### src/rtl/core/jfps_pkg.sv
// Shared types and constants for the five-point Jacobi stencil.
package jfps_pkg;

   // Configuration register file
   localparam int CFG_WIDTH       = 11;
   localparam int CSR_INDEX_WIDTH = 1;
   localparam logic [CSR_INDEX_WIDTH-1:0] REG_GRID_ROWS = 1'b0;
   localparam logic [CSR_INDEX_WIDTH-1:0] REG_GRID_COLS = 1'b1;
   localparam logic [CFG_WIDTH-1:0] DIM_RESET = 11'd1024;
   localparam logic [CFG_WIDTH-1:0] DIM_MIN   = 11'd3;

   // Running sum of relaxed values, wraps
   localparam int SUM_WIDTH = 52;

   // Depth of the queue between front and back (power of two)
   localparam int QUEUE_DEPTH = 4;

   // Classification of one cell, decided by the front
   typedef struct packed {
      logic emit_main;   // emits the relaxed value of the cell one row up
      logic interior;    // that cell is interior, compute the quarter sum
      logic emit_zero;   // last row: also emits this cell's zero
      logic last;        // last column of a row
      logic first;       // cell (0, 0): running sum restarts
   } cell_flags_type;

   localparam int FLAGS_WIDTH = $bits(cell_flags_type);

endpackage

### src/rtl/core/jfps_queue.sv
// Short request queue between the classifying front and the compute back.
module jfps_queue
   import jfps_pkg::*;
#(
   parameter int WIDTH = 48
) (
   input  logic             clock,
   input  logic             reset,
   input  logic             push,
   input  logic [WIDTH-1:0] push_data,
   output logic             full,
   input  logic             pop,
   output logic             not_empty,
   output logic [WIDTH-1:0] pop_data
);

   localparam int PTR_W = $clog2(QUEUE_DEPTH);
   localparam int CNT_W = $clog2(QUEUE_DEPTH + 1);
   localparam logic [PTR_W-1:0] PTR_LAST = PTR_W'(QUEUE_DEPTH - 1);
   localparam logic [CNT_W-1:0] CNT_FULL = CNT_W'(QUEUE_DEPTH);

   logic [WIDTH-1:0] slot_ff [QUEUE_DEPTH];
   logic [PTR_W-1:0] wr_ptr_ff, wr_ptr_in;
   logic [PTR_W-1:0] rd_ptr_ff, rd_ptr_in;
   logic [CNT_W-1:0] count_ff, count_in;

   assign full      = (count_ff == CNT_FULL);
   assign not_empty = (count_ff != '0);
   assign pop_data  = slot_ff[rd_ptr_ff];

   // Pointer and count update
   always_comb begin
      wr_ptr_in = wr_ptr_ff;
      rd_ptr_in = rd_ptr_ff;
      count_in  = count_ff;
      if (push) begin
         wr_ptr_in = (wr_ptr_ff == PTR_LAST) ? '0 : wr_ptr_ff + 1'b1;
      end
      if (pop) begin
         rd_ptr_in = (rd_ptr_ff == PTR_LAST) ? '0 : rd_ptr_ff + 1'b1;
      end
      if (push && !pop) begin
         count_in = count_ff + 1'b1;
      end else if (pop && !push) begin
         count_in = count_ff - 1'b1;
      end
   end

   always_ff @(posedge clock) begin
      if (reset) begin
         wr_ptr_ff <= '0;
         rd_ptr_ff <= '0;
         count_ff  <= '0;
      end else begin
         wr_ptr_ff <= wr_ptr_in;
         rd_ptr_ff <= rd_ptr_in;
         count_ff  <= count_in;
      end
   end

   // Storage
   always_ff @(posedge clock) begin
      if (push) begin
         slot_ff[wr_ptr_ff] <= push_data;
      end
   end

`ifndef SYNTH
   a_no_push_when_full: assert property (@(posedge clock) disable iff (reset)
      (count_ff == CNT_FULL) |-> !push)
      else $error("queue pushed while full");
`endif

endmodule

### config.mk
export PLATFORM = sky130hd
export DESIGN_NAME = jfps_queue
export DESIGN_NICKNAME = d
export VERILOG_FILES = /design/src/rtl/core/jfps_pkg.sv /design/src/rtl/core/jfps_queue.sv
export SDC_FILE = /design/constraint.sdc
export NUM_CORES = 1
export LEC_CHECK = 0
export BUFFER_PORTS_ARGS = -buffer_cell sky130_fd_sc_hd__buf_4
export CAP_MARGIN = 20
export CORE_ASPECT_RATIO = 1.75
export CORE_MARGIN = 4
export CORE_UTILIZATION = 55
export DETAILED_ROUTE_END_ITERATION = 16
export GPL_TIMING_DRIVEN = 0
export PLACE_DENSITY_LB_ADDON = 0.1
export SLEW_MARGIN = 20
export SYNTH_ARGS = -nofsm -noshare
export SYNTH_HDL_FRONTEND = slang
export SYNTH_SLANG_ARGS = --single-unit
export TNS_END_PERCENT = 10
### constraint.sdc
create_clock -name clock -period 4.41 [get_ports clock]
set_input_delay 0.6615 -clock clock [delete_from_list [all_inputs] [get_ports clock]]
set_output_delay 0.6615 -clock clock [all_outputs]
set_load 0.01 [all_outputs]
### Yosys cells after proc, flatten, opt, wreduce, memory -nomap -nowiden

Memories as Yosys holds them, arrays and structs flattened. A register that Yosys moved wholly into a read port is not among the register bits.
Index checks and enable logic that the tools add are counted.

| cells by class | value |
|---|---|
| add/subtract/negate cells | 4 |
| eq/ne operators | 3 |
| muxes and demuxes | 8 |
| reduce and logical (&&, ||, !) cells | 6 |

Operator list:

| cell | number |
|---|---|
| 2-bit two-way mux | 4 |
| 3-bit two-way mux | 2 |
| 2-bit by 1-bit adder with 2-bit output (second input constant) | 2 |
| 2-bit == test (second input constant) | 2 |
| 3-bit by 1-bit adder with 3-bit output (second input constant) | 1 |
| 3-bit == test (second input constant) | 1 |
| 3-bit nonzero test | 1 |
| 3-bit by 1-bit subtractor with 3-bit output (second input constant) | 1 |
| 1-bit logical AND | 2 |
| 1-bit zero test | 2 |
| 1-bit two-way mux | 2 |
| 2-bit nonzero test | 1 |

| storage, ports and cells | value |
|---|---|
| flip-flop bits (word level) | 7 |
| bits in writable memories | 192 |
| output and inout bits | 50 |
| logic and storage cells | 25 |
| memories | 1 |

Memory list:

| name | words | bits a word | rd ports | clocked after Yosys merged registers in | write ports | line | RTL |
|---|---|---|---|---|---|---|---|
| slot_ff | 4 | 48 | 1 | 1 | 1 | jfps_queue.sv:22 | `logic [WIDTH-1:0] slot_ff [QUEUE_DEPTH];` |

### Depth between registers and ports, before layout

Gate-level depths: netlist (run 1).

| logic depth | value |
|---|---|
| depth in word-level cells | 4 |
| depth in mapped cells | 7 |
| mapped depth without buffers | 7 |

### Least setup slack after synthesis (run 1)

Ideal clock, no wire load.

| timing path | value |
|---|---|
| path kind | input-to-reg |
| start | input port push |
| end | memory slot_ff[0][0] (enable) |
| arrival | 1.811 ns |
| data required time | 4.000 ns |
| slack | 2.188 ns |
| cell stages on the path | 1 |
| path buffers | 0 |
| cells stage by stage | and2_1 |

| on the way | value |
|---|---|
| longest elaborated chain between the ends | 2 |

Ends and longest elaborated chain:

| what | line | RTL |
|---|---|---|
| start: declaration | jfps_queue.sv:9 | `input logic push,` |
| 1-bit two-way mux | jfps_queue.sv:63 | `if (push) begin` |
| 1-bit two-way mux (not written as such) | jfps_queue.sv:64 | `slot_ff[wr_ptr_ff] <= push_data;` |
| end: declaration | jfps_queue.sv:22 |  |

Every way passes these cells.

==> impl_metrics.ini, run 1 <==
[sta]
slew_viol_final = 0
skew_ps = 14.2
hold_viol = 0
period_minus_slack_ps = 2650
rsz0062_at_grt = no
fmax_mhz = 378
worstMarginPinSlew_ps = 705
fin_crit_sh_pct = 60.0
tns_ps = 0
setup_viol = 0
max-slew-margin-rel_pct = 53.0
hold_ws_ps = 379

[logic_synthesis]
synth.distinct_cells = 18
yosysSeqAreaShare_pct = 80.8
netlist_instances = 294
async_flop_share_pct = 0
synth_fp_nets = 353
synth_edf_count = 192
synth_ff_type = edfxtp_1
yosysWarnings = 0
synth_area_sq_um = 7360
synth.avg_cell_area_sq_um = 25.0
synth-seq-cells = 201

[cells_and_area]
nNetsFinal = 478
stdcell_count = 602
final_area_sq_um = 9020
diodes = 0
layout-drive-gt1-share_pct = 44.1
fill_cells = 808
multi_input_area_sq_um = 1340
area_growth_pct = 22.6
regArea_sq_um = 5950

[clocking]
cts_buffer_depth = 3
cts_setup_buffers = 0
tritoncts = yes
cts.reportedPaths.clkPinSlew_ps = 70
postCtsResizedCells = 0
cts_made_buffers = 18
hold_buffers = 0
clock_latency_ps = 480
cts_sinks = 201
cts-root-buf = clkbuf_16
cts-htree-levels = 1

[worst_setup_path]
crit_required_ps = 3750
slowest_stage = mux4_2
arrival_ps = 1990
crit_chain = buf_2, buf_2, mux4_2, buf_4
start_kind = flop
cp_max_fo = 10
setup.worst_path.end_class = output pin
slowest_delay_ps = 360
crit_top_cell = buf_2
worst-setup-path-type = flop to output pin

[die]
start_util_pct = 56.6
ios = 102
die_area_sq_um = 15400
die_y_um = 161
rows = 55
die_w_um = 95.4
core_sq_um = 13000

[pwr]
ir_worst_vdd_v = 0.000369
leakage_nw = 3.11
p_per_area_nw_per_um2 = 463

[routing]
dr.pass1.iters = 4
routed_via_density = 5.60
drc = 0
finalWirelength_um = 12500
vias = 3369
drt_first_iter_violations = 169
wl_per_cell_um = 20.7
antenna_left = 0

[run]
drv_cap = 0

[worst_hold_path]
hp-class = input pin to flop

[global_routing]
grt_first_pass_wirelength_um = 19500
track_usage_pct = 17.0
grt_max_degree = 47
antenna_found_initial = 0
gr-total-overflow = 0
grt_pass1_vias = 3670

[run_status]
status = finished, final reports clean

[placement]
place.port_buffers = 101
placed_area_sq_um = 8430
hpwlAfterDp_um = 7810
dp_cells = 570
place_congestion = 0.698
[cell families (layout without fill, tap and decap cells)]
kind of cell    after synthesis  in the layout  share of synthesized area (%)
fa+ha+maj                     7              7                           1.29
mux                          52             52                           15.2
flops                       201            201                           80.8
compound gates                3              3                          0.204
simple gates                 15             15                           1.07
xor+xnor                      2              2                          0.238
buf+inv                      14            151                           1.17
[layout by cell type, fill, tap and decap left out]
cell type | synthesis | final
clkinv_8 | 0 | 1
a21oi_1 | 2 | 2
fa_1 | 1 | 1
clkbuf_16 | 0 | 19
bufinv_16 | 0 | 2
xor2_1 | 2 | 2
nor2_1 | 7 | 7
ha_1 | 6 | 6
inv_1 | 4 | 4
clkinv_1 | 0 | 3
dfxtp_1 | 9 | 9
buf_6 | 3 | 3
buf_4 | 2 | 103
buf_2 | 3 | 3
edfxtp_1 | 192 | 192
clkbuf_1 | 2 | 6
buf_16 | 0 | 1
nor3b_1 | 2 | 2
and2_4 | 0 | 4
o21ai_0 | 1 | 1
mux2i_1 | 4 | 4
buf_12 | 0 | 3
mux4_2 | 48 | 48
clkinv_2 | 0 | 3
or3_1 | 2 | 2
[final timing paths]
path                               startpoint             end  slack (ps)  cells after the start
worst max-delay path                     flop    pop_data[15]        1760                      4
worst min-delay path            push_data[29]  slot_ff[2][29]         380                      1
worst max register to register   wr_ptr_ff[0]  slot_ff[0][11]        2880                      4
worst min register to register    count_ff[2]     count_ff[2]         530                      2
[power by group]
part	internal (W)	switching (W)	total (W)
logic	0.000220	0.000197	0.000417
clock network	0.000910	0.000643	0.00155
registers	0.00218	0.0000248	0.00221
[state kept, by name (all words and copies together), names as in the netlist, named ones only]
signal,count
count_ff,3
rd_ptr_ff,2
slot_ff,192
wr_ptr_ff,2
[layer usage]
layer  routed length, um  global-route usage [%]
met1                4590                    20.7
met3                 691                    3.22
met2                6890                    29.9
met4                 297                    5.96
met5                   0                       0
[cell type report]
type	count	area share, %
clock buffers	23	5.44
inverters	4	0.166
clock inverters	9	1.14
well taps	171	2.37
multi-input cells	79	14.8
flip-flops and latches	201	65.9
plain buffers	10	0.790
repair buffers	105	9.37
[synthesized netlist by cell type (all sizes together) (4+ instances only)]
master | number | area [sq um]
edfxtp | 192 | 5770
mux4 | 48 | 1080
dfxtp | 9 | 180
buf | 8 | 63.8
nor2 | 7 | 26.3
ha | 6 | 75.1
and2 | 4 | 25.0
inv | 4 | 15.0
mux2i | 4 | 40.0
[worst max-delay path: cells and delay by family, from the launching register on]
family,cells,cell delay [ps]
multiplexers,1,360
flip-flops,1,350
buffers and inverters,3,790
[through the flow]
stage | setup WS (ps) | util, % | total power (W)
after floorplan | 2190 | - | 0.00246
after global placement | 1170 | 64.1 | 0.00265
after detailed placement | 2250 | 64.8 | 0.00268
after CTS | 1720 | 69.4 | 0.00423
after global routing | 1660 | 69.4 | 0.00434
final | 1760 | 69.4 | 0.00418
(Power assumes the default switching activity.)
==> inputs of run 2 (changes only) <==
--- a/config.mk
+++ b/config.mk
@@ -5,11 +5,12 @@
 export SDC_FILE = /design/constraint.sdc
 export NUM_CORES = 1
 export LEC_CHECK = 0
+export ABC_AREA = 1
 export BUFFER_PORTS_ARGS = -buffer_cell sky130_fd_sc_hd__buf_4
 export CAP_MARGIN = 20
 export CORE_ASPECT_RATIO = 1.75
 export CORE_MARGIN = 4
-export CORE_UTILIZATION = 55
+export CORE_UTILIZATION = 51
 export DETAILED_ROUTE_END_ITERATION = 16
 export GPL_TIMING_DRIVEN = 0
 export PLACE_DENSITY_LB_ADDON = 0.1
==> constraint.sdc (replaced) <==
create_clock -name clock -period 2.35 [get_ports clock]
set_input_delay 0.3525 -clock clock [delete_from_list [all_inputs] [get_ports clock]]
set_output_delay 0.3525 -clock clock [all_outputs]
set_load 0.01 [all_outputs]
==> run 2 against run 1 <==
  * Hold slack worse by 300 ps
  * Final cell count grew 39%
  * Die area up 11%
  * Area after synthesis up 3.8%
  * Sequential power increased by 87%
  * Sequential cell count stayed put
  * Largest power group unchanged
==> impl_metrics.ini, run 2 <==
[pwr]
p_per_area_nw_per_um2 = 844
ir_worst_vdd_v = 0.000600
leakage_nw = 3.31

[worst_setup_path]
cp_max_fo = 10
timing.rr.start = wr_ptr_ff[0]
arrival_ps = 1920
start_kind = flop
worst-setup-path-type = flop to output pin
r2r_slack_ps = 710
crit_chain = clkbuf_1, o21ai_0, o22ai_1, buf_4
r2r-end = slot_ff[2][26]
crit_cells = 4
slowest_stage = dfxtp_1
crit_required_ps = 2000
r2r_cells = 4
worst-path-buf-inv = 2
setup.worst_path.end_class = output pin
critical-path-top-delay-family = buffers and inverters
slowest_delay_ps = 410

[cells_and_area]
diodes = 0
top_register = slot_ff
layout_commonest_cell = edfxtp_1
post-route-util_pct = 63.5
top_regs = slot_ff (192), count_ff (3)
layout-drive-gt1-share_pct = 26.2
final_area_sq_um = 9220
area_growth_pct = 20.8
nNetsFinal = 708
largest_reg_flops = 192
mostFrequentLayoutCells = edfxtp_1, buf_4, nor2_1

[global_routing]
grt_first_pass_wirelength_um = 25600
track_usage_pct = 19.3
grt_pass1_vias = 4960
gr-total-overflow = 0
grt_max_degree = 49
antenna_found_initial = 0

[logic_synthesis]
synth_area_sq_um = 7640
yosys-top-cells-count = edfxtp_1, nor2_1, o21ai_0
synth_fp_nets = 584
synth.distinct_cells = 25
yosysWarnings = 0
synth_top_area_share_pct = 75.5
synthTopCellsByArea = edfxtp_1, o21ai_0, nor2_1
async_flop_share_pct = 0
yosysSeqAreaShare_pct = 77.9
netlist_instances = 525
synth_ff_type = edfxtp_1
synth-seq-cells = 201
synth.avg_cell_area_sq_um = 14.5
synth_edf_count = 192
yosysMostFrequentCell = edfxtp_1
yosysTopAreaCell = edfxtp_1

[die]
core_sq_um = 14500
ios = 102
rows = 58
start_util_pct = 52.6
die_area_sq_um = 17100
die_w_um = 101
die_y_um = 170

[routing]
antenna_left = 0
vias = 4718
drt_first_iter_violations = 208
routed_via_density = 5.64
drc = 0
dr.pass1.iters = 5
wl_per_cell_um = 19.7
finalWirelength_um = 16500

[run]
drv_cap = 0

[clocking]
tritoncts = yes
cts-root-buf = clkbuf_16
postCtsResizedCells = 0
cts_made_buffers = 19
cts_buffer_depth = 3
cts.reportedPaths.clkPinSlew_ps = 60
hold_buffers = 0
clock_latency_ps = 470
cts-htree-levels = 1
cts_sinks = 201
cts_setup_buffers = 0

[sta]
skew_ps = 6.24
fin_crit_sh_pct = 96.7
fmax_mhz = 440
hold_viol = 0
slew_viol_final = 0
period_minus_slack_ps = 2270
worstMarginPinSlew_ps = 738
setup_viol = 0
hold_ws_ps = 75.9
max-slew-margin-rel_pct = 50.8
fin_ws_ps = 76.8
rsz0062_at_grt = no

[worst_hold_path]
min_to = count_ff[0]
hold_start = reset
holdPathStages = 2
hp-class = input pin to flop

[run_status]
status = finished, final reports clean

[placement]
dp_worst_setup_slack_ps = 547
place_congestion = 0.720
place.port_buffers = 101
hpwlAfterDp_um = 10100
placed_area_sq_um = 8680
run 2: cell count changes in the layout (fill, tap and decap cells not counted), sizes merged, moves of 5 or more:
cell	previous run	this run
clkbuf	25	36
inv	4	16
clkinv	7	2
o22ai	0	48
nand2	0	9
mux4	48	0
o21ai	1	99
nor2	7	105
buf	113	123
run 2: logic make-up after synthesis:
family,count (synthesis),synth area share [%]
AOI/OAI and AO/OA,150,10.6
xor gates and xnor gates,1,0.115
adders and majority gates,7,1.25
buffers and inverters,47,3.90
DFF,201,77.9
and+or+nand+nor,119,6.27
run 2: power breakdown:
part	total, W	internal, W	switching (W)
Sequential	0.00413	0.00409	0.0000438
Clock	0.00272	0.00154	0.00119
Combinational	0.000927	0.000387	0.000540
run 2: area by class of cell:
cell class                 count  area [sq um]
buffer                        31           234
clock buffer                  25           518
clock inverter                 4          25.0
fill                        1123          5290
inverter                      16          75.1
multi-input combinational    277          1390
sequential                   201          5950
tap                          180           225
timing repair buffer         103           806
run 2: through the flow:
step	power (W)	setup TNS, ps	instances
5_1_grt	0.00809	0	837
3_5_place_dp	0.00515	0	808
4_1_cts	0.00786	0	837
3_3_place_gp	0.00512	-69040	806
6_report	0.00779	0	837
2_1_floorplan	0.00467	0	525
run 2: worst max path at each step:
stage,from,endpoint,slack (ps)
2_1_floorplan,wr_ptr_ff[0],slot_ff[3][0],420
3_3_place_gp,wr_ptr_ff[0],slot_ff[3][22],-410
3_5_place_dp,flop,pop_data[1],550
4_1_cts,flop,pop_data[1],40
5_1_grt,flop,pop_data[1],10
6_report,flop,pop_data[1],80
run 2: per-layer routing:
metal | global-route usage (%) | routed length [um] | vias to the layer above
met4 | 7.86 | 508 | 0
li1 | - | - | 2196
met5 | 0 | 0 | -
met3 | 3.28 | 863 | 35
met2 | 34.6 | 8880 | 147
met1 | 22.8 | 6260 | 2340
==> inputs of run 3 (changes only) <==
--- a/config.mk
+++ b/config.mk
@@ -10,7 +10,7 @@
 export CAP_MARGIN = 20
 export CORE_ASPECT_RATIO = 1.75
 export CORE_MARGIN = 4
-export CORE_UTILIZATION = 51
+export CORE_UTILIZATION = 55
 export DETAILED_ROUTE_END_ITERATION = 16
 export GPL_TIMING_DRIVEN = 0
 export PLACE_DENSITY_LB_ADDON = 0.1
==> constraint.sdc (replaced) <==
create_clock -name clock -period 2.5 [get_ports clock]
set_input_delay 0.375 -clock clock [delete_from_list [all_inputs] [get_ports clock]]
set_output_delay 0.375 -clock clock [all_outputs]
set_load 0.01 [all_outputs]
==> run 3 against run 2 <==
  * Sequential cell count is the same
  * Global-route usage grew 1.0 points
  * First-iteration DRC count grew 27%
==> impl_metrics.ini, run 3 (same netlist as run 2, synthesis figures left out) <==
[worst_setup_path]
setup.worst_path.end_class = output pin
start_kind = flop
slowest_delay_ps = 410
slowest_stage = dfxtp_1
worst-setup-path-type = flop to output pin
worst-path-buf-inv = 2
cp_max_fo = 10
crit_chain = clkbuf_1, o21ai_0, o22ai_1, buf_4
crit_required_ps = 2120
critical-path-top-delay-family = buffers and inverters
arrival_ps = 1890

[routing]
antenna_left = 0
drc = 0
drt_first_iter_violations = 264
routed_via_density = 5.72
wl_per_cell_um = 20.1
finalWirelength_um = 16700
dr.pass1.iters = 5
vias = 4761

[global_routing]
gr-total-overflow = 0
track_usage_pct = 20.4
grt_pass1_vias = 5042
grt_max_degree = 49
antenna_found_initial = 0
grt_first_pass_wirelength_um = 25400

[pwr]
power_frac_comb_pct = 11.6
p_switching_w = 0.00168
ir_worst_vdd_v = 0.000783
leakage_nw = 3.33
pwr-share-seq_pct = 52.1
intPower_w = 0.00579
clkPwrFrac_pct = 36.3
power_w = 0.00747
p_per_area_nw_per_um2 = 809
p_sw_share_pct = 22.4

[cells_and_area]
top_register = slot_ff
regArea_sq_um = 5950
layout_commonest_cell = edfxtp_1
largest_reg_flops = 192
fill_cells = 937
mostFrequentLayoutCells = edfxtp_1, buf_4, nor2_1
top_regs = slot_ff (192), count_ff (3)
final_area_sq_um = 9230
layout-drive-gt1-share_pct = 26.0
nNetsFinal = 706
area_growth_pct = 20.9
multi_input_area_sq_um = 1390
diodes = 0

[sta]
setup_viol = 0
worstMarginPinSlew_ps = 733
hold_ws_ps = 93.5
skew_ps = 6.74
fmax_mhz = 442
max-slew-margin-rel_pct = 51.1
fin_crit_sh_pct = 90.5
rsz0062_at_grt = no
tns_ps = 0
slew_viol_final = 0
hold_viol = 0
period_minus_slack_ps = 2260

[clocking]
cts.reportedPaths.clkPinSlew_ps = 60
cts_setup_buffers = 0
cts_made_buffers = 18
tritoncts = yes
cts-root-buf = clkbuf_16
clock_latency_ps = 470
postCtsResizedCells = 0
hold_buffers = 0
cts_buffer_depth = 3
cts_sinks = 201
cts-htree-levels = 1

[placement]
place.port_buffers = 101
hpwlAfterDp_um = 9980
place_congestion = 0.742
placed_area_sq_um = 8650

[die]
start_util_pct = 56.5
ios = 102
rows = 56
die_w_um = 97.1
die_y_um = 164
die_area_sq_um = 15900
core_sq_um = 13500

[run_status]
status = finished, final reports clean

[worst_hold_path]
hp-class = input pin to flop

[run]
drv_cap = 0
run 3: cell count changes in the layout (fill, tap and decap cells not counted), moves of 2 or more:
cell and change:
bufinv_16 +2, clkinvlp_4 -2, clkbuf_8 -2, clkinv_1 +3, clkinv_2 +3
run 3: final cells by class:
cell class                 count  area share (%)
sequential                   201            64.4
multi-input combinational    277            15.1
timing repair buffer         102            8.51
clock buffer                  21            5.23
buffer                        31            2.52
tap                          174            2.36
clock inverter                10            1.04
inverter                      16           0.813
run 3: final timing paths:
path | depth (start not counted) | slack, ps | end | start
setup / recovery | 4 | 240 | pop_data[43] | flop
hold / removal | 2 | 90 | wr_ptr_ff[0] | reset
setup reg to reg | 3 | 860 | slot_ff[1][23] | wr_ptr_ff[0]
hold reg to reg | 2 | 540 | wr_ptr_ff[1] | wr_ptr_ff[1]
run 3: metrics by stage:
| step | worst slack [ps] | utilization [%] | std cells |
|---|---|---|---|
| after floorplan | 569 | - | 525 |
| after global placement | -228 | 63.7 | 800 |
| after detailed placement | 722 | 64.0 | 801 |
| after CTS | 180 | 68.3 | 832 |
| after global routing | 102 | 68.3 | 832 |
| final | 236 | 68.3 | 832 |
run 3: worst reg2reg max path: stages, from the launching register on:
cell,delay [ps]
dfxtp_1,420
ha_1,190
nand2_1,90
inv_4,530
run 3: power groups by stage:
stage	Combinational (W)	Clock, W	Sequential (W)
after floorplan	0.000436	0	0.00395
after global placement	0.000846	0	0.00396
after detailed placement	0.000877	0	0.00396
after CTS	0.000882	0.00274	0.00389
after global routing	0.000949	0.00289	0.00390
final	0.000869	0.00271	0.00389
run 3: routing by layer:
metal / vias up / part of all wire, % / global-route usage, %
li1: 2197 / - / -
met1: 2389 / 38 / 22.8
met2: 152 / 55 / 39.7
met3: 23 / 5.6 / 3.19
met4: 0 / 1.6 / 5.75
met5: - / 0 / 0
