File: config.mk
export PLATFORM = sky130hd
export DESIGN_NAME = jfps_front
export DESIGN_NICKNAME = d
export VERILOG_FILES = /design/src/rtl/core/jfps_pkg.sv /design/src/rtl/core/jfps_front.sv
export SDC_FILE = /design/constraint.sdc
export NUM_CORES = 1
export LEC_CHECK = 0
export ABC_AREA = 0
export ABC_CLOCK_PERIOD_IN_PS = 12000
export BUFFER_PORTS_ARGS = -buffer_cell sky130_fd_sc_hd__buf_2
export CAP_MARGIN = 15
export CORE_AREA = 2 2 94 96
export CTS_BUF_LIST = sky130_fd_sc_hd__clkbuf_4 sky130_fd_sc_hd__clkbuf_8
export DETAILED_ROUTE_END_ITERATION = 6
export DIE_AREA = 0 0 96 98
export PLACE_DENSITY = 0.73
export RECOVER_POWER = 100
export REMOVE_ABC_BUFFERS = 1
export SETUP_SLACK_MARGIN = 0.3
export SYNTH_ARGS = -nofsm -noshare
export SYNTH_HDL_FRONTEND = slang
export SYNTH_SLANG_ARGS = --single-unit
File: constraint.sdc
create_clock -name clock -period 12 [get_ports clock]
set_input_delay 0.6 -clock clock [delete_from_list [all_inputs] [get_ports clock]]
set_output_delay 0.6 -clock clock [all_outputs]
set_load 0.1 [all_outputs]
File: src/rtl/core/jfps_pkg.sv
// Shared types and constants for the five-point Jacobi stencil.
package jfps_pkg;

   // Configuration register file
   localparam int CFG_WIDTH       = 11;
   localparam int CSR_INDEX_WIDTH = 1;
   localparam logic [CSR_INDEX_WIDTH-1:0] REG_GRID_ROWS = 1'b0;
   localparam logic [CSR_INDEX_WIDTH-1:0] REG_GRID_COLS = 1'b1;
   localparam logic [CFG_WIDTH-1:0] DIM_RESET = 11'd1024;
   localparam logic [CFG_WIDTH-1:0] DIM_MIN   = 11'd3;

   // Running sum of relaxed values, wraps
   localparam int SUM_WIDTH = 52;

   // Depth of the queue between front and back (power of two)
   localparam int QUEUE_DEPTH = 4;

   // Classification of one cell, decided by the front
   typedef struct packed {
      logic emit_main;   // emits the relaxed value of the cell one row up
      logic interior;    // that cell is interior, compute the quarter sum
      logic emit_zero;   // last row: also emits this cell's zero
      logic last;        // last column of a row
      logic first;       // cell (0, 0): running sum restarts
   } cell_flags_type;

   localparam int FLAGS_WIDTH = $bits(cell_flags_type);

endpackage

File: src/rtl/core/jfps_front.sv
// Front: configuration registers, grid position tracking and cell classification.
module jfps_front
   import jfps_pkg::*;
#(
   parameter int MAX_ROWS    = 1024,
   parameter int MAX_COLS    = 1024,
   parameter int VALUE_WIDTH = 32
) (
   input  logic                       clock,
   input  logic                       reset,
   input  logic                       csr_wr_en,
   input  logic [CSR_INDEX_WIDTH-1:0] csr_index,
   input  logic [CFG_WIDTH-1:0]       csr_wdata,
   input  logic                       req_tvalid,
   output logic                       req_tready,
   input  logic [VALUE_WIDTH-1:0]     req_temperature,
   input  logic                       req_grid_start,
   output logic                       q_push,
   input  logic                       q_full,
   output logic [VALUE_WIDTH-1:0]     q_value,
   output logic [$clog2(MAX_COLS)-1:0] q_col,
   output cell_flags_type             q_flags
);

   localparam int ROW_W = $clog2(MAX_ROWS);
   localparam int COL_W = $clog2(MAX_COLS);
   localparam int RDW = ($clog2(MAX_ROWS + 1) > CFG_WIDTH) ? $clog2(MAX_ROWS + 1) : CFG_WIDTH;
   localparam int CDW = ($clog2(MAX_COLS + 1) > CFG_WIDTH) ? $clog2(MAX_COLS + 1) : CFG_WIDTH;
   localparam logic [RDW-1:0] ROWS_MAX = RDW'(MAX_ROWS);
   localparam logic [CDW-1:0] COLS_MAX = CDW'(MAX_COLS);

   logic [CFG_WIDTH-1:0] grid_rows_ff, grid_rows_in;
   logic [CFG_WIDTH-1:0] grid_cols_ff, grid_cols_in;
   logic [RDW-1:0]       rows_raw, rows_eff, rows_m1;
   logic [CDW-1:0]       cols_raw, cols_eff, cols_m1;
   logic [ROW_W-1:0]     row_ff, row_in, row_cur;
   logic [COL_W-1:0]     col_ff, col_in, col_cur;
   logic                 restart;
   logic                 row_last;
   logic                 col_last;

   // Configuration writes
   always_comb begin
      grid_rows_in = grid_rows_ff;
      grid_cols_in = grid_cols_ff;
      if (csr_wr_en) begin
         case (csr_index)
            REG_GRID_ROWS: grid_rows_in = csr_wdata;
            REG_GRID_COLS: grid_cols_in = csr_wdata;
            default: ;
         endcase
      end
   end

   always_ff @(posedge clock) begin
      if (reset) begin
         grid_rows_ff <= DIM_RESET;
         grid_cols_ff <= DIM_RESET;
      end else begin
         grid_rows_ff <= grid_rows_in;
         grid_cols_ff <= grid_cols_in;
      end
   end

   // Clamp dimensions to [3, MAX]
   always_comb begin
      rows_raw = RDW'(grid_rows_ff);
      cols_raw = CDW'(grid_cols_ff);
      if (rows_raw < RDW'(DIM_MIN)) begin
         rows_eff = RDW'(DIM_MIN);
      end else if (rows_raw > ROWS_MAX) begin
         rows_eff = ROWS_MAX;
      end else begin
         rows_eff = rows_raw;
      end
      if (cols_raw < CDW'(DIM_MIN)) begin
         cols_eff = CDW'(DIM_MIN);
      end else if (cols_raw > COLS_MAX) begin
         cols_eff = COLS_MAX;
      end else begin
         cols_eff = cols_raw;
      end
      rows_m1 = rows_eff - RDW'(1);
      cols_m1 = cols_eff - CDW'(1);
   end

   // Position of this cell, with restart on grid_start or out-of-range position
   always_comb begin
      restart  = req_grid_start || (RDW'(row_ff) >= rows_eff) || (CDW'(col_ff) >= cols_eff);
      row_cur  = restart ? '0 : row_ff;
      col_cur  = restart ? '0 : col_ff;
      row_last = (RDW'(row_cur) == rows_m1);
      col_last = (CDW'(col_cur) == cols_m1);
   end

   // Classification
   always_comb begin
      q_flags.emit_main = (row_cur != '0);
      q_flags.interior  = (row_cur >= ROW_W'(2)) && (col_cur != '0) && !col_last;
      q_flags.emit_zero = row_last;
      q_flags.last      = col_last;
      q_flags.first     = (row_cur == '0) && (col_cur == '0);
   end

   assign req_tready = !q_full;
   assign q_push     = req_tvalid && !q_full;
   assign q_value    = req_temperature;
   assign q_col      = col_cur;

   // Next position, raster order with wrap at the end of the grid
   always_comb begin
      row_in = row_ff;
      col_in = col_ff;
      if (q_push) begin
         if (col_last) begin
            col_in = '0;
            row_in = row_last ? '0 : row_cur + 1'b1;
         end else begin
            col_in = col_cur + 1'b1;
            row_in = row_cur;
         end
      end
   end

   always_ff @(posedge clock) begin
      if (reset) begin
         row_ff <= '0;
         col_ff <= '0;
      end else begin
         row_ff <= row_in;
         col_ff <= col_in;
      end
   end

`ifndef SYNTH
   a_wrap_to_origin: assert property (@(posedge clock) disable iff (reset)
      (q_push && row_last && col_last) |=> (row_ff == '0) && (col_ff == '0))
      else $error("position did not wrap after the last cell");
`endif

endmodule

Yosys cells after proc, flatten, opt, wreduce, memory -nomap -nowiden. Cells that the tools add are included.

Register bits after elaboration: 42. Bits of input ports: 50. Output and inout port bits: 49.

Add/subtract/negate cells: 4. Order comparisons: 7. Eq/ne operators: 2. Multiplexer cells: 9. Bitwise logic cells: 1. Reductions and logical operators: 14.

Operator list (number): $mux 10 (5); $mux 11 (4); $eq 10x11->1 (2); $ge 10x11->1 (2); $gt 11x11->1 const B (2); $lt 11x2->1 const B (2); $sub 11x1->11 const B (2); $add 10x1->10 const B (2); $logic_not 10->1 (2); $reduce_bool 10->1 (2); $ge 10x2->1 const B (1); $logic_and 1x1->1 (4); $reduce_and 2->1 (2); $logic_not 1->1 (2); $logic_or 1x1->1 (2); $not 1->1 (1).

Longest topological paths before layout. Gate-level depths: netlist of the first run.

Depth in word-level cells: 10. Depth in mapped cells: 20. Mapped depth without buffers: 19.

Least setup slack after synthesis of the first run. Ideal clock, no wire load.

Path kind: reg2out. Start point: register grid_cols_ff[7] (netlist: cols_raw[7]). End point: output port q_flags[0] (netlist name). Data arrival time: 4.795 ns. Required time: 11.400 ns. Slack: 6.605 ns. Cell stages (with the launch flop): 15. Buffers on the path: 3. Cells stage by stage: dfxtp_1 buf_2 or4_4 nor3_1 o21ai_0 ha_1 a211o_1 a21oi_1 a21o_1 clkbuf_1 nand2_1 buf_1 a31o_2 nand2_1 nor2_1.

RTL lines: from (decl) (RTL line jfps_front.sv:33) `logic [CFG_WIDTH-1:0] grid_cols_ff, grid_cols_in;`; from (signal assigned) (RTL line jfps_front.sv:61) `grid_cols_ff <= grid_cols_in;`; to (decl) (RTL line jfps_front.sv:22) `output cell_flags_type q_flags`.

==> results of run 1 <==
[layer usage]
metal	GRT usage	up-vias	wire length (um)
li1	-	1966	-
met1	0.321	1917	4920
met2	0.389	148	5390
met3	0.0965	19	1070
met4	0.0670	0	160
met5	0.0222	-	0
[layout by cell type, fill, tap and decap left out, types with 9 or more instances in the layout]
cell type,Yosys,layout
nand2_1,84,84
a21oi_1,47,47
nor2_1,42,42
dfxtp_1,42,42
ha_1,27,27
inv_1,24,24
o21ai_0,22,22
nand3_1,21,21
nand2b_1,20,20
clkbuf_1,33,18
and3_1,16,16
buf_2,2,16
nor3_1,13,14
a31oi_1,14,14
or3_1,11,11
xnor2_1,9,9
[flip-flops by register name (all words and copies together) (netlist names)]
register	cells
grid_rows_ff	11
col_ff	10
row_ff	10
cols_raw	11
[power groups by stage]
stage	logic (W)	clock network, W	registers (W)
global placement	0.0000812	0	0.000155
global route	0.0000923	0.000121	0.000153
floorplan	0.0000632	0	0.000152
detailed placement	0.0000831	0	0.000155
CTS	0.0000835	0.000114	0.000152
finish	0.0000838	0.000112	0.000152
[worst min-delay path by stage]
stage | end | slack (ns) | cells past startpoint
2_1_floorplan | grid_rows_ff[0] | 0.45 | 2
3_3_place_gp | grid_rows_ff[1] | 0.48 | 2
3_5_place_dp | grid_rows_ff[0] | 0.49 | 2
4_1_cts | grid_rows_ff[0] | 0.50 | 2
5_1_grt | grid_rows_ff[0] | 0.52 | 2
6_report | grid_rows_ff[0] | 0.50 | 2
[worst reg2reg max path, delay by kind of cell, from the launching register on]
family                   cells  cell delay [ns]
AO/OA/AOI/OAI                6             1.51
flip-flops                   1             0.40
XOR/XNOR                     1             0.18
AND/OR/NAND/NOR              5             3.06
adder cells (fa/ha/maj)      1             0.36
[layout make-up]
type | count | area (sq um)
inverters | 25 | 93.8
flip-flops and latches | 42 | 841
well taps | 108 | 135
clock inverters | 3 | 40.0
repair buffers | 34 | 148
clock buffers | 5 | 68.8
fillers | 869 | 4450
multi-input cells | 439 | 2690
[per-stage QoR]
| stage | cells | hold slack, ns | power, W | instance area (sq um) | utilization |
|---|---|---|---|---|---|
| detailed placement | 648 | 0.486 | 0.000238 | 3960 | 0.467 |
| global placement | 648 | 0.484 | 0.000236 | 3960 | 0.467 |
| finish | 656 | 0.495 | 0.000347 | 4020 | 0.475 |
| global route | 656 | 0.525 | 0.000366 | 4020 | 0.475 |
| CTS | 656 | 0.496 | 0.000349 | 4070 | 0.480 |
| floorplan | 506 | 0.446 | 0.000215 | 3650 | - |
[cell families after synthesis]
group / share of synthesized area
and+or+nand+nor: 0.331
AOI/OAI and AO/OA: 0.219
buffers and inverters: 0.122
DFF: 0.207
adders and majority gates: 0.0834
xor gates and xnor gates: 0.0238
muxes: 0.0130
==> qor.csv, run 1 <==
stage,metric,value,unit
synthesis,synth-edff-count,0,
critical_path,crit_family,simple AND/OR/NAND/NOR gates,
routing,drt-initial-drc-count,209,
power_and_ir_drop,power.internal,0.000234,W
synthesis,synth_top_cell_by_area,dfxtp_1,
cts,clk_pin_slew,0.08,ns
power_and_ir_drop,power.density,86.5,nW/um^2
synthesis,synth_seq_cells,42,
finish,drive_gt1_frac,0.0639,
finish,area_growth,-0.865,%
cts,numCtsBuffers,5,
floorplanning,fp.dieH,98,um
critical_path,worstReg2RegStart,cols_raw[5],
synthesis,yosys-top-cells-count,"nand2_1, a21oi_1, dfxtp_1, nor2_1, buf_4",
cts,cts_tree,yes,
cts,postCtsHoldBufs,0,
sta,setup_viol,0,
flow_run,maxCapViolCount,2,
finish,diodes,0,
power_and_ir_drop,p_comb_frac,0.241,
sta,hold_viol_final,0,
global_routing,grt_antenna_before_repair,0,
critical_path,cp_cell_sequence,or4_1 -> nor3_1 -> o21ai_0 -> ha_1 -> xor2_1 -> or4_1 -> or4_1 -> a21oi_1 -> o221ai_1 -> nor3_1 -> clkbuf_1,
outcome,violations,"max-capacitance violations, max-slew violations",
floorplanning,core_area,8470,sq um
cts,clock_sinks,42,
critical_path,worstPathRequired,11.40,ns
critical_path,crit_buf_inv,1,
floorplanning,io_pins,99,
power_and_ir_drop,clkPwrFrac,0.322,
synthesis,synth_top_area_frac,0.207,
power_and_ir_drop,p_sw,0.000114,W
global_routing,grt_overflow,0,
routing,wl_per_cell,17.6,um
critical_path,ff2ff_setup_slack,6.38,ns
synthesis,synth_cell_types,66,
global_routing,first_global_vias,3774,
critical_path,crit_top_cell,or4_1,
sta,setup_tns,0,ns
critical_path,path_class,register to output pin,
synthesis,synth-warning-count,0,
routing,viasPerCell,6.17,
critical_path,r2r_end,row_ff[4],
synthesis,synth.area.top_cells,"dfxtp_1, ha_1, nand2_1",
synthesis,seq_area_frac_synth,0.207,
critical_path,crit_path_end,q_flags[1],
placement,dp_hpwl,8.64,mm
placement,port_buffers,34,
power_and_ir_drop,pwr-share-seq,0.437,
power_and_ir_drop,p_sw_frac,0.328,
finish,nNetsFinal,624,
sta,finalWorstSetupSlack,5.61,ns
global_routing,grt.total_usage,0.250,
routing,wl,11.5,mm
hold_path,hp-start,grid_rows_ff[0],
routing,ant_nets,0,
placement,dpl_worst_slack,7.11,ns
synthesis,async_flop_share,0,
synthesis,synth_cells,578,
outcome,status,"complete, but fails checks",
global_routing,grt_max_degree,41,
sta,drv_slew,59,
critical_path,reg2reg_depth,13,
floorplanning,initial_core_util,0.479,
floorplanning,die_width,96,um
cts,clk_path_buf_depth,2,
synthesis,avgSynthCellArea,7.01,sq um
cts,postCtsSetupBuffers,0,
power_and_ir_drop,p_leak,1.55,nW
routing,drc_errors,0,
cts,insertion_delay,0.30,ns
floorplanning,die_area,9410,sq um
cts,htreeDepth,2,
cts,root_buffer,clkbuf_8,
sta,slew_headroom,-0.141,
critical_path,crit_path_max_fanout,17,
sta,max_freq,0.156,GHz
global_routing,grt_pass1_wl,18.9,mm
critical_path,critPathLaunchType,register,
synthesis,syn-cell-area,4050,sq um
critical_path,crit_path_end_kind,output pin,
critical_path,cp_slowest_stage_delay,1.31,ns
sta,min_period,6.39,ns
synthesis,ys.flop_type,dfxtp_1,
routing,vias,4050,
sta,skew,0.00622,ns
critical_path,cp.depth,11,
sta,worst_pin_slew,1.71,ns
cts,cts-resized-gates,0,
critical_path,worst_ep_arrival_time,5.79,ns
critical_path,crit_path_top_delay_cell,nor3_1,
power_and_ir_drop,max-vdd-ir-drop,0.0338,mV
sta,fin_crit_sh,0.533,
floorplanning,num_rows,34,
placement,gp_congestion,0.890,
critical_path,crit_path_start,cols_raw[5],
synthesis,yosysMostFrequentCell,nand2_1,
hold_path,hold_class,register to register,
sta,rsz0062_at_grt,false,
routing,firstDrtPassIters,5,
No activity file was read; power rests on OpenSTA's default activity.
==> inputs of run 2 (changes only) <==
ABC_CLOCK_PERIOD_IN_PS = 6550   (was 12000)
clock period = 6.55 ns   (was 12 ns; I/O delays follow)
==> run 2 against run 1 <==
Non-clock buffer count unchanged. The flow still finishes with violations (max-capacitance violations, max-slew violations). Routed wire length increased by 0.61%. Sequential cell count stayed put. Clock power increased by 130%. Sequential share of layout area shrank 0.23 points.
==> qor.csv, run 2 (synthesized netlist as in run 1, its figures left out) <==
stage,metric,value,unit
cts,root_buffer,clkbuf_8,
critical_path,cp_cell_sequence,or4_1 -> nor3_1 -> o21ai_0 -> inv_1 -> ha_1 -> nand2b_1 -> a211o_1 -> a21oi_1 -> a21o_1 -> nand2_1 -> a2bb2oi_1 -> nor3_4 -> nor2_1 -> clkbuf_1,
cts,postCtsHoldBufs,0,
flow_run,maxCapViolCount,1,
critical_path,crit_path_max_fanout,17,
power_and_ir_drop,pwr-share-seq,0.403,
power_and_ir_drop,clkPwrFrac,0.374,
sta,slew_headroom,-0.178,
sta,holdWs,0.277,ns
routing,drt-initial-drc-count,251,
power_and_ir_drop,p_leak,1.58,nW
outcome,status,"complete, but fails checks",
power_and_ir_drop,p_sw,0.000213,W
routing,wl,11.6,mm
placement,port_buffers,34,
finish,fillers,846,
power_and_ir_drop,total_power,0.000692,W
outcome,violations,"max-capacitance violations, max-slew violations",
routing,ant_nets,0,
power_and_ir_drop,power.internal,0.000478,W
critical_path,critPathLaunchType,register,
finish,nNetsFinal,624,
routing,firstDrtPassIters,5,
floorplanning,fp.dieH,98,um
cts,clock_sinks,42,
routing,viasPerCell,6.24,
floorplanning,num_rows,34,
finish,area_growth,0.247,%
routing,wl_per_cell,17.7,um
floorplanning,core_area,8470,sq um
sta,max_freq,0.185,GHz
sta,min_period,5.41,ns
global_routing,grt_antenna_before_repair,0,
critical_path,worstPathRequired,6.22,ns
hold_path,hold_class,input port to register,
routing,drc_errors,0,
cts,clk_path_buf_depth,2,
cts,cts-resized-gates,0,
cts,numCtsBuffers,5,
floorplanning,io_pins,99,
cts,postCtsSetupBuffers,0,
cts,cts_tree,yes,
critical_path,path_class,register to output pin,
global_routing,grt_max_degree,41,
floorplanning,die_width,96,um
cts,htreeDepth,2,
global_routing,grt.total_usage,0.251,
finish,final_common_cell,nand2_1,
routing,vias,4093,
placement,gp_congestion,0.882,
global_routing,first_global_vias,3735,
global_routing,grt_pass1_wl,18.9,mm
cts,clk_pin_slew,0.08,ns
finish,layout.cells.most_common_list,"nand2_1, a21oi_1, nor2_1, dfxtp_1, ha_1",
sta,hold_viol_final,0,
power_and_ir_drop,p_comb_frac,0.223,
critical_path,crit_path_end_kind,output pin,
global_routing,grt_overflow,0,
sta,drv_slew,41,
cts,insertion_delay,0.30,ns
critical_path,worst_ep_arrival_time,5.08,ns
floorplanning,initial_core_util,0.479,
floorplanning,die_area,9410,sq um
power_and_ir_drop,power.density,170,nW/um^2
critical_path,crit_path_top_delay_cell,clkbuf_1,
sta,setup_viol,0,
placement,dp_hpwl,8.56,mm
sta,fin_crit_sh,0.825,
sta,worst_pin_slew,1.77,ns
finish,diodes,0,
sta,setup_tns,0,ns
critical_path,cp_slowest_stage_delay,0.86,ns
sta,skew,0.00954,ns
sta,rsz0062_at_grt,false,
power_and_ir_drop,max-vdd-ir-drop,0.0777,mV
power_and_ir_drop,p_sw_frac,0.308,
finish,drive_gt1_frac,0.0657,
run 2: area by class of cell:
class | count | area [sq um] | area share
Clock inverter | 2 | 60.1 | 0.0148
Clock buffer | 6 | 82.6 | 0.0203
Sequential cell | 42 | 841 | 0.207
Timing Repair Buffer | 34 | 148 | 0.0363
Tap cell | 108 | 135 | 0.0333
Multi-Input combinational cell | 439 | 2700 | 0.665
Inverter | 25 | 93.8 | 0.0231
run 2: layer usage:
metal  GRT usage  routed length (um)  up-vias
met5      0.0222                   0        -
met4      0.0725                 208        0
met3      0.0918                1120       18
met2       0.381                5330      191
met1       0.331                4950     1907
li1            -                   -     1977
run 2: metrics by stage:
| step | cells | instance area [sq um] | utilization | worst slack (ns) |
|---|---|---|---|---|
| detailed placement | 648 | 3960 | 0.467 | 1.90 |
| finish | 656 | 4060 | 0.480 | 1.14 |
| floorplan | 506 | 3650 | - | 0.725 |
| global placement | 648 | 3960 | 0.467 | 2.13 |
| CTS | 656 | 4100 | 0.484 | 1.63 |
| global route | 656 | 4060 | 0.480 | 0.821 |
run 2: path summary, 6_finish.rpt:
| path | start | endpoint | slack [ns] | cells past startpoint |
|---|---|---|---|---|
| worst max-delay path | cols_raw[5] | q_flags[3] | 1.14 | 14 |
| worst min-delay path | csr_wdata[10] | grid_rows_ff[10] | 0.28 | 3 |
| worst max register to register | cols_raw[5] | row_ff[4] | 1.46 | 15 |
| worst min register to register | grid_rows_ff[1] | grid_rows_ff[1] | 0.49 | 2 |
run 2: critical path: cells and delay by family, from the launching register on:
kind / cells / cell delay [ns]
AND/OR/NAND/NOR: 6 / 1.76
AO/OA/AOI/OAI: 5 / 1.47
flip-flops: 1 / 0.39
buffers and inverters: 2 / 0.95
adder cells (fa/ha/maj): 1 / 0.22
run 2: power by group through the flow:
stage          clock, W  sequential (W)  combinational (W)
2_1_floorplan         0        0.000279           0.000116
3_3_place_gp          0        0.000284           0.000148
3_5_place_dp          0        0.000284           0.000152
4_1_cts        0.000260        0.000278           0.000153
5_1_grt        0.000273        0.000280           0.000170
6_report       0.000259        0.000278           0.000154
==> inputs of run 3 (changes only) <==
ABC_CLOCK_PERIOD_IN_PS = 4900   (was 6550)
PLACE_DENSITY = 0.76   (was 0.73)
clock period = 4.9 ns   (was 6.55 ns; I/O delays follow)
==> run 3 against run 2 <==
The flow still finishes with violations (max-capacitance violations, max-slew violations). Cell count grew 1.2%. Sequential cell count is the same. Largest power group unchanged. Sequential share of layout area shrank 0.54 points. Register-to-register slack lost 0.93 ns. Clock-buffer cell count is the same. Die area is the same.
==> qor.csv, run 3 (synthesized netlist as in run 1, its figures left out) <==
stage,metric,value,unit
outcome,status,"complete, but fails checks",
power_and_ir_drop,p_sw,0.000294,W
power_and_ir_drop,clkPwrFrac,0.370,
cts,numCtsBuffers,5,
power_and_ir_drop,p_comb_frac,0.238,
critical_path,path_class,register to output pin,
sta,min_period,4.55,ns
placement,dp_hpwl,8.73,mm
critical_path,crit_path_start,cols_raw[5],
critical_path,worstPathRequired,4.66,ns
sta,skew,0.0110,ns
cts,clk_pin_slew,0.09,ns
floorplanning,fp.dieH,98,um
finish,layout.cells.most_common_list,"nand2_1, a21oi_1, dfxtp_1",
hold_path,hold_path_depth,3,
flow_run,maxCapViolCount,1,
cts,cts_tree,yes,
routing,firstDrtPassIters,7,
cts,root_buffer,clkbuf_8,
critical_path,crit_top_cell,a21oi_1,
critical_path,reg2reg_depth,16,
power_and_ir_drop,power.density,226,nW/um^2
placement,gp_congestion,0.933,
outcome,violations,"max-capacitance violations, max-slew violations",
global_routing,first_global_vias,3894,
finish,utilization,0.493,
critical_path,crit_path_top_delay_cell,or4_4,
routing,wl,11.9,mm
critical_path,crit_path_max_fanout,8,
cts,htreeDepth,2,
critical_path,cp_slowest_stage_delay,0.59,ns
global_routing,grt_max_degree,41,
cts,insertion_delay,0.30,ns
sta,max_freq,0.220,GHz
routing,viasPerCell,6.25,
finish,drive_gt1_frac,0.104,
floorplanning,io_pins,99,
finish,design_area,4170,sq um
sta,fin_crit_sh,0.928,
sta,hold_viol_final,0,
critical_path,crit_family,simple AND/OR/NAND/NOR gates,
finish,final_common_cell,nand2_1,
floorplanning,core_area,8470,sq um
critical_path,cp_cell_sequence,or4_4 -> nor3_2 -> o21ai_0 -> inv_1 -> ha_1 -> nand2b_1 -> a211o_1 -> a21oi_1 -> a21oi_1 -> nor4_1 -> o221ai_2 -> nor3_4 -> buf_4 -> nor2_1 -> buf_2,
floorplanning,die_area,9410,sq um
floorplanning,die_width,96,um
power_and_ir_drop,max-vdd-ir-drop,0.0992,mV
critical_path,worstReg2RegStart,cols_raw[5],
hold_path,hold_class,input port to register,
critical_path,crit_buf_inv,3,
global_routing,grt_pass1_wl,19.4,mm
critical_path,critPathLaunchType,register,
power_and_ir_drop,pwr-share-seq,0.391,
finish,diodes,0,
sta,setup_tns,0,ns
cts,clock_sinks,42,
placement,port_buffers,34,
finish,fin_cells,664,
hold_path,min_to,grid_rows_ff[10],
global_routing,grt_antenna_before_repair,0,
global_routing,grt.total_usage,0.255,
critical_path,ff2ff_setup_slack,0.53,ns
hold_path,hp-start,csr_wdata[10],
power_and_ir_drop,p_leak,1.64,nW
floorplanning,num_rows,34,
routing,drt-initial-drc-count,270,
sta,rsz0062_at_grt,false,
power_and_ir_drop,p_sw_frac,0.312,
finish,area_growth,2.93,%
power_and_ir_drop,power.internal,0.000649,W
routing,ant_nets,0,
critical_path,cp.depth,15,
placement,post_dp_cell_area,3990,sq um
cts,clk_path_buf_depth,2,
sta,drv_slew,41,
finish,nNetsFinal,632,
sta,slew_headroom,-0.187,
critical_path,crit_path_end_kind,output pin,
critical_path,worst_ep_arrival_time,4.30,ns
routing,drc_errors,0,
sta,worst_pin_slew,1.78,ns
sta,setup_viol,0,
global_routing,grt_overflow,0,
routing,vias,4150,
routing,wl_per_cell,17.9,um
placement,placed_cells,652,
floorplanning,initial_core_util,0.479,
critical_path,r2r_end,row_ff[4],
[run 3: changes by cell type in the layout (fill, tap and decap cells not counted), moves of 2 or more]
cell | previous run | this run
buf_4 | 0 | 8
clkbuf_1 | 18 | 13
clkbuf_2 | 0 | 3
buf_2 | 16 | 18
nor3_1 | 13 | 11
nor3_2 | 1 | 3
[run 3: layout make-up]
type / instances / area (sq um)
Clock buffer: 6 / 82.6
Clock inverter: 2 / 60.1
Fill cell: 819 / 4290
Inverter: 25 / 93.8
Multi-Input combinational cell: 439 / 2750
Sequential cell: 42 / 841
Tap cell: 108 / 135
Timing Repair Buffer: 42 / 214
[run 3: how the worst max path moves through the flow]
| stage | endpoint |
|---|---|
| after global placement | col_ff[8] |
| after floorplan | q_flags[3] |
| after global routing | q_flags[3] |
| after CTS | q_flags[3] |
| after detailed placement | col_ff[8] |
| final | q_flags[3] |
[run 3: tightest hold or removal path, cell delays in order]
cell and delay [ns]:
buf_2 0.09, nand2_1 0.05, nand3b_1 0.06
[run 3: per-layer routing]
metal  share of wire  up-vias  GRT usage
met1            0.41     1952      0.318
met4           0.022        0     0.0758
met5               0        -     0.0222
met3            0.10       26     0.0965
met2            0.47      194      0.403
li1                -     1978          -
[run 3: timing repair]
| item | CTS | global route |
|---|---|---|
| pin swaps | 1 | 1 |
| endpoints found under the setup margin | 2 | 19 |
| resized for setup | 0 | 14 |
| setup buffers | 2 | 2 |
| hold buffers | 0 | 0 |
[run 3: through the flow]
step	hold WS, ns	power, W	setup slack (ns)
after floorplan	0.314	0.000527	-0.843
after global placement	0.481	0.000582	0.584
after detailed placement	0.480	0.000587	0.442
after CTS	0.177	0.000932	0.335
after global routing	0.183	0.000981	0.171
final	0.178	0.000943	0.351
[run 3: power by group through the flow]
stage | sequential [W] | clock (W) | combinational [W]
3_3_place_gp | 0.000376 | 0 | 0.000206
4_1_cts | 0.000368 | 0.000351 | 0.000213
6_report | 0.000369 | 0.000349 | 0.000225
5_1_grt | 0.000371 | 0.000365 | 0.000245
3_5_place_dp | 0.000376 | 0 | 0.000211
2_1_floorplan | 0.000373 | 0 | 0.000155
